<file path="config.mk">
export PLATFORM = sky130hd
export DESIGN_NAME = four_level_page_walk_translator_top_flat
export DESIGN_NICKNAME = d
export VERILOG_FILES = /design/src/flpwt_pkg.sv /design/src/flpwt_channels.sv /design/src/four_level_page_walk_translator_top.sv /design/src/flat_wrapper.sv
export VERILOG_INCLUDE_DIRS = /design/src /design/src/src
export SDC_FILE = /design/constraint.sdc
export NUM_CORES = 1
export LEC_CHECK = 0
export CORE_ASPECT_RATIO = 0.5
export CORE_MARGIN = 8
export CORE_UTILIZATION = 40
export CTS_CLUSTER_SIZE = 10
export DETAILED_ROUTE_END_ITERATION = 12
export DONT_BUFFER_PORTS = 1
export PLACE_DENSITY = 0.66
export SLEW_MARGIN = 5
export SYNTH_ARGS = -nofsm -noshare
export SYNTH_HDL_FRONTEND = slang
export SYNTH_SLANG_ARGS = --single-unit
</file>
<file path="constraint.sdc">
create_clock -name clk -period 6.4 [get_ports clk]
set_input_delay 1.6 -clock clk [delete_from_list [all_inputs] [get_ports clk]]
set_output_delay 1.6 -clock clk [all_outputs]
set_load 0.02 [all_outputs]
</file>
<file path="src/four_level_page_walk_translator_top_defines.svh">
// assertion macros for the page walk translator
`ifndef FOUR_LEVEL_PAGE_WALK_TRANSLATOR_TOP_DEFINES_SVH
`define FOUR_LEVEL_PAGE_WALK_TRANSLATOR_TOP_DEFINES_SVH

// same-cycle implication, disabled in reset
`define FLPWT_ASSERT_NOW(label, clk, rst, cond, prop, msg) \
  label: assert property (@(posedge clk) disable iff (rst) (cond) |-> (prop)) \
    else $error(msg);

// next-cycle implication, disabled in reset
`define FLPWT_ASSERT_NEXT(label, clk, rst, cond, prop, msg) \
  label: assert property (@(posedge clk) disable iff (rst) (cond) |=> (prop)) \
    else $error(msg);

`endif

</file>
<file path="src/flpwt_pkg.sv">
// types, codes and helpers shared by the page walk translator
`default_nettype none
package flpwt_pkg;

  localparam int VA_W    = 48;
  localparam int ROOT_W  = 52;
  localparam int ENTRY_W = 64;
  localparam int ADDR_W  = 64;
  localparam int IDX_W   = 9;

  typedef logic [VA_W-1:0]    va_t;
  typedef logic [ROOT_W-1:0]  root_t;
  typedef logic [ENTRY_W-1:0] entry_t;
  typedef logic [ADDR_W-1:0]  addr_t;
  typedef logic [IDX_W-1:0]   idx_t;
  typedef logic [2:0]         level_t;

  localparam logic REQ_TRANSLATE = 1'b0;
  localparam logic REQ_RESPONSE  = 1'b1;

  localparam logic KIND_READ = 1'b0;
  localparam logic KIND_DONE = 1'b1;

  localparam level_t LEVEL_IDLE = 3'd0;
  localparam level_t LEVEL_1    = 3'd1;
  localparam level_t LEVEL_2    = 3'd2;
  localparam level_t LEVEL_3    = 3'd3;
  localparam level_t LEVEL_4    = 3'd4;

  localparam int PRESENT_BIT = 0;
  localparam int LARGE_BIT   = 7;

  localparam addr_t LOW12_MASK = 64'h0000_0000_0000_0FFF;
  localparam addr_t LOW21_MASK = 64'h0000_0000_001F_FFFF;

  // table index of the virtual address for a given level
  function automatic idx_t table_index(input va_t va, input level_t lvl);
    idx_t idx;
    unique case (lvl)
      LEVEL_1: idx = va[47:39];
      LEVEL_2: idx = va[38:30];
      LEVEL_3: idx = va[29:21];
      default: idx = va[20:12];
    endcase
    return idx;
  endfunction

  // entry address inside a table
  function automatic addr_t entry_address(input addr_t base, input idx_t idx);
    return base + {{(ADDR_W-IDX_W-3){1'b0}}, idx, 3'b000};
  endfunction

endpackage
`default_nettype wire

</file>
<file path="src/flpwt_channels.sv">
// valid/ready channel interfaces for requests and results
`default_nettype none
interface flpwt_req_if;
  import flpwt_pkg::*;
  logic   valid;
  logic   ready;
  logic   req_type;
  va_t    virtual_address;
  entry_t entry_data;

  modport source (output valid, req_type, virtual_address, entry_data, input ready);
  modport sink   (input valid, req_type, virtual_address, entry_data, output ready);
endinterface

interface flpwt_res_if;
  import flpwt_pkg::*;
  logic  valid;
  logic  ready;
  logic  result_kind;
  addr_t read_address;
  addr_t physical_address;
  logic  found;

  modport source (output valid, result_kind, read_address, physical_address, found,
                  input ready);
  modport sink   (input valid, result_kind, read_address, physical_address, found,
                  output ready);
endinterface
`default_nettype wire

</file>
<file path="src/four_level_page_walk_translator_top.sv">
// four-level page table walker with a registered result stage
//
// req carries either a translate request (req_type 0, virtual_address) or a
// memory response (req_type 1, entry_data). every request gives exactly one
// result on res: a memory read of the next table entry (result_kind 0) or a
// finished translation (result_kind 1, physical_address, found).
// the result is registered and appears in the cycle after the request is
// taken. one request is taken every cycle while res.ready is high; the rate
// is set by the single result register, refilled in the cycle it drains.
// a stalled receiver holds the result; req.ready drops only while the
// result register is full and res.ready is low.
// cfg_write_enable loads root_table_address from cfg_write_data; write it
// while the block is idle.
// synchronous reset clears the walk level to idle, the held address and the
// root address, and empties the result register.
`default_nettype none
`include "four_level_page_walk_translator_top_defines.svh"
module four_level_page_walk_translator_top (
  input  wire                   clk,
  input  wire                   rst,
  input  wire                   cfg_write_enable,
  input  wire flpwt_pkg::root_t cfg_write_data,
  flpwt_req_if.sink             req,
  flpwt_res_if.source           res
);
  import flpwt_pkg::*;

  root_t  root_table_address;
  level_t walk_level;
  level_t walk_level_next;
  va_t    held_virtual_address;
  va_t    held_virtual_address_next;

  logic   res_valid;
  logic   kind_next;
  addr_t  read_address_next;
  addr_t  physical_address_next;
  logic   found_next;
  logic   accept;
  addr_t  next_base;

  assign req.ready = !res_valid || res.ready;
  assign accept    = req.valid && req.ready;
  assign res.valid = res_valid;
  assign next_base = req.entry_data & ~LOW12_MASK;

  always_comb begin
    walk_level_next           = walk_level;
    held_virtual_address_next = held_virtual_address;
    kind_next                 = KIND_DONE;
    read_address_next         = '0;
    physical_address_next     = '0;
    found_next                = 1'b0;
    if (req.req_type == REQ_TRANSLATE) begin
      held_virtual_address_next = req.virtual_address;
      walk_level_next           = LEVEL_1;
      kind_next                 = KIND_READ;
      read_address_next = entry_address({{(ADDR_W-ROOT_W){1'b0}}, root_table_address},
                                        table_index(req.virtual_address, LEVEL_1));
    end else begin
      walk_level_next = LEVEL_IDLE;
      priority if (walk_level < LEVEL_1 || walk_level > LEVEL_4 ||
                   !req.entry_data[PRESENT_BIT]) begin
        found_next = 1'b0;
      end else if (walk_level == LEVEL_4) begin
        found_next            = 1'b1;
        physical_address_next = next_base |
                                ({{(ADDR_W-VA_W){1'b0}}, held_virtual_address} & LOW12_MASK);
      end else if (walk_level == LEVEL_3 && req.entry_data[LARGE_BIT]) begin
        found_next            = 1'b1;
        physical_address_next = (req.entry_data & ~LOW21_MASK) |
                                ({{(ADDR_W-VA_W){1'b0}}, held_virtual_address} & LOW21_MASK);
      end else begin
        walk_level_next   = walk_level + 3'd1;
        kind_next         = KIND_READ;
        read_address_next = entry_address(next_base,
                                          table_index(held_virtual_address,
                                                      walk_level + 3'd1));
      end
    end
  end

  always_ff @(posedge clk) begin
    if (rst) begin
      root_table_address   <= '0;
      walk_level           <= LEVEL_IDLE;
      held_virtual_address <= '0;
      res_valid            <= 1'b0;
    end else begin
      if (cfg_write_enable) begin
        root_table_address <= cfg_write_data;
      end
      if (accept) begin
        walk_level           <= walk_level_next;
        held_virtual_address <= held_virtual_address_next;
        res_valid            <= 1'b1;
      end else if (res.ready) begin
        res_valid <= 1'b0;
      end
    end
  end

  always_ff @(posedge clk) begin
    if (accept) begin
      res.result_kind      <= kind_next;
      res.read_address     <= read_address_next;
      res.physical_address <= physical_address_next;
      res.found            <= found_next;
    end
  end

  `FLPWT_ASSERT_NEXT(a_accept_gives_result, clk, rst, accept, res_valid,
                     "accepted request produced no result")
  `FLPWT_ASSERT_NEXT(a_translate_starts_walk, clk, rst,
                     accept && req.req_type == REQ_TRANSLATE,
                     walk_level == LEVEL_1 && res.result_kind == KIND_READ,
                     "translate request did not start a walk")
  `FLPWT_ASSERT_NOW(a_level_in_range, clk, rst, 1'b1, walk_level <= LEVEL_4,
                    "walk level out of range")

endmodule
`default_nettype wire

</file>
<file path="src/flat_wrapper.sv">
// flat-port wrapper written by rule: the top's interface ports become plain ports
module four_level_page_walk_translator_top_flat import flpwt_pkg::*;
  (clk, rst, cfg_write_enable, cfg_write_data, req_valid, req_req_type, req_virtual_address, req_entry_data, req_ready, res_valid, res_result_kind, res_read_address, res_physical_address, res_found, res_ready);
  flpwt_req_if req_i ();
  flpwt_res_if res_i ();
  input  wire clk;
  input  wire rst;
  input  wire cfg_write_enable;
  input  wire flpwt_pkg::root_t cfg_write_data;
  input wire logic [$bits(req_i.valid)-1:0] req_valid;
  input wire logic [$bits(req_i.req_type)-1:0] req_req_type;
  input wire logic [$bits(req_i.virtual_address)-1:0] req_virtual_address;
  input wire logic [$bits(req_i.entry_data)-1:0] req_entry_data;
  output wire logic [$bits(req_i.ready)-1:0] req_ready;
  output wire logic [$bits(res_i.valid)-1:0] res_valid;
  output wire logic [$bits(res_i.result_kind)-1:0] res_result_kind;
  output wire logic [$bits(res_i.read_address)-1:0] res_read_address;
  output wire logic [$bits(res_i.physical_address)-1:0] res_physical_address;
  output wire logic [$bits(res_i.found)-1:0] res_found;
  input wire logic [$bits(res_i.ready)-1:0] res_ready;
  assign req_i.valid = req_valid;
  assign req_i.req_type = req_req_type;
  assign req_i.virtual_address = req_virtual_address;
  assign req_i.entry_data = req_entry_data;
  assign req_ready = req_i.ready;
  assign res_valid = res_i.valid;
  assign res_result_kind = res_i.result_kind;
  assign res_read_address = res_i.read_address;
  assign res_physical_address = res_i.physical_address;
  assign res_found = res_i.found;
  assign res_i.ready = res_ready;
  four_level_page_walk_translator_top u_core (.clk(clk), .rst(rst), .cfg_write_enable(cfg_write_enable), .cfg_write_data(cfg_write_data), .req(req_i), .res(res_i));
endmodule
</file>
==> impl_metrics.toml <==
[run_status]
outcome = "finished, final reports clean"

[synth]
avgSynthCellArea_um2 = 10.6
ys_types = 49
ys.warnings.count = 0
syn-instance-count = 964
syn_area_um2 = 10200
synth_edf_count = 130
synth_seq_cells = 234
async_reset_ff_share_pct = 0
synth.net_count = 1149
ys.flop_type = "edfxtp_1"
synth-seq-area-share_pct = 58.7

[route]
drt_wl_total_mm = 29.1
ant_nets = 0
wl_per_cell_um = 22.3
vias = 7044
drcViolationCount = 0
vias_per_cell = 5.40
dr.pass1.iters = 5
drt_iter0_drc = 541

[clock_tree]
cts_buffers = 27
cts.clk_slew.worst_paths_ps = 60
post_cts_resized = 0
cts_tree = "yes"
cts_buffer_depth = 3
clock-sinks = 234
cts-hold-fix-buffers = 0
h-tree-depth = 1
insertion_delay_ps = 540
cts_setup_buffers = 0
ctsRootBufferMaster = "clkbuf_16"

[final_layout]
area_growth_pct = 10.4
final_cells = 1305
antenna_cells = 0
nFillCells = 2333
drive_gt1_share_pct = 5.20
fin_nets = 1126
utilization_pct = 44.8
multi_input_comb_area_um2 = 3960
seq_area_um2 = 5990
postLayoutCellArea_um2 = 11300
layout.cells.most_common = "nand2_1"
final_cell_mix = "nand2_1 (156), edfxtp_1 (130), dfxtp_1 (104)"

[place]
place_inst = 1256
place_congestion = 0.869
dpl.hpwl_mm = 20.9
portBuffers = 0
place_area_um2 = 10500

[timing]
finalHoldViolations = 0
fin_tns_setup_ps = 0
fin_crit_sh_pct = 55.4
finClkSkew_ps = 20.8
rsz0062_at_grt = "no"
fmax_mhz = 282
drv_slew = 0
tightest_slew_ps = 1070
setup_viol = 0
whs_ps = 447
slew_headroom_pct = 28.7
min_period_ps = 3540

[grt]
grt_use_total_pct = 17.6
grt_max_degree = 105
grt_antenna_before_repair = 0
grt-ovfl-total = 0
grt_pass1_vias = 6994
grt_pass1_wl_mm = 43.2

[floorplanning]
core.rowCount = 41
design.core.area_um2 = 25100
initial_utilization_pct = 40.6
die_h_um = 129
io-pin-count = 302
die_area_um2 = 31200
fp.dieW_um = 242

[critical_path]
path_buf_inv = 2
cp_cell_sequence = "ha_1, inv_1, fa_1, nor2b_1, o2111a_1, nor3_2, buf_4, a2111oi_0, xnor2_1, o21ai_0"
cpMaxStageDelayCell = "a2111oi_0"
start_kind = "primary input"
criticalPathCategory = "in -> reg"
crit_required_ps = 6670
critPathTopFamily = "compound AO/OA/AOI/OAI gates"
slowest_delay_ps = 520
endpoint_kind = "flip-flop"
worstPathMaxFanout = 14
cp.arrival_ps = 3810

[power_and_ir_drop]
cellLeakagePower_uw = 0.00385
vdd_ir_drop_max_mv = 0.199
power_density_nw_per_um2 = 297

[job]
maxCapViolations = 0

[min_path]
hold_path.class = "reg -> reg"
## worst paths after layout
check / from / to / slack (ps) / cells after the start
setup / recovery: req_virtual_address[39] / u_core.res.read_address[35] / 2860 / 10
hold / removal: u_core.held_virtual_address[2] / u_core.held_virtual_address[2] / 450 / 2
setup reg to reg: u_core.root_table_address[3] / u_core.res.read_address[35] / 3520 / 10
hold reg to reg: u_core.held_virtual_address[2] / u_core.held_virtual_address[2] / 450 / 2
## worst reg2reg max path: cells and delay by family, from the launching register on
family | cells | cell delay, ps
buffers and inverters | 2 | 260
XOR/XNOR | 1 | 230
flip-flops | 1 | 360
AO/OA/AOI/OAI | 3 | 900
adder cells (fa/ha/maj) | 2 | 580
AND/OR/NAND/NOR | 2 | 270
## cell type report
cell class                 instances  share of cell area, %
tap                              344                   3.82
inverter                          17                  0.611
clock buffer                      47                   6.67
multi-input combinational        655                   35.2
timing repair buffer               6                  0.400
clock inverter                     2                  0.144
sequential                       234                   53.2
## synthesized netlist by cell type (all sizes together) (4+ instances only)
cell	instances	area share (%)
nor2b	6	0.37
inv	17	0.63
a21oi	59	2.9
a221oi	9	0.77
o21ai	46	2.3
buf	13	0.56
nand3	17	0.88
a22o	9	0.77
a2111oi	6	0.52
a211oi	7	0.52
nor3	10	0.49
o2111ai	6	0.52
dfxtp	104	20
nor2	75	2.8
mux2i	52	5.1
ha	14	1.7
nand2	156	5.7
edfxtp	130	38
xor2	11	0.94
clkbuf	45	1.7
nor4	10	0.61
and2	72	4.4
a22oi	9	0.66
or3	4	0.29
nand4	9	0.55
o22ai	8	0.49
xnor2	35	3.0
## registers in the layout, indices dropped and copies added, names as in the netlist
name / cells
u_core.res.physical_address: 64
u_core.res.read_address: 64
u_core.root_table_address: 52
u_core.held_virtual_address: 48
u_core.walk_level: 3
u_core.res.found: 1
u_core.res.result_kind: 1
u_core.res.valid: 1
## stage by stage
step,worst slack (ps),power [µW]
floorplan,773,1960
detailed placement,2320,2000
global route,2740,3480
global placement,2350,1990
CTS,2890,3390
finish,2860,3350
## cell families after synthesis
kind of cell               after synthesis  synth area share, %
and+or+nand+nor                        369                 17.0
DFF                                    234                 58.7
AOI/OAI and AO/OA                      173                 10.5
buffers and inverters                   75                 2.85
muxes                                   52                 5.10
xor gates and xnor gates                46                 3.95
adders and majority gates               15                 1.91
## routing by layer
layer,global-route usage [%],up-vias,part of all wire [%]
li1,-,3352,-
met1,21.1,3426,41
met2,30.6,209,50
met3,4.63,57,5.5
met4,6.64,0,3.8
met5,0,-,0
## where the power goes
part | internal (µW) | leakage [µW] | total, µW | switching, µW
clock | 789 | 0.000361 | 1380 | 590
combinational | 69.2 | 0.00133 | 177 | 107
sequential | 1680 | 0.00217 | 1790 | 118
total | 2530 | 0.00385 | 3350 | 815
No activity file was read; power rests on OpenSTA's default activity.
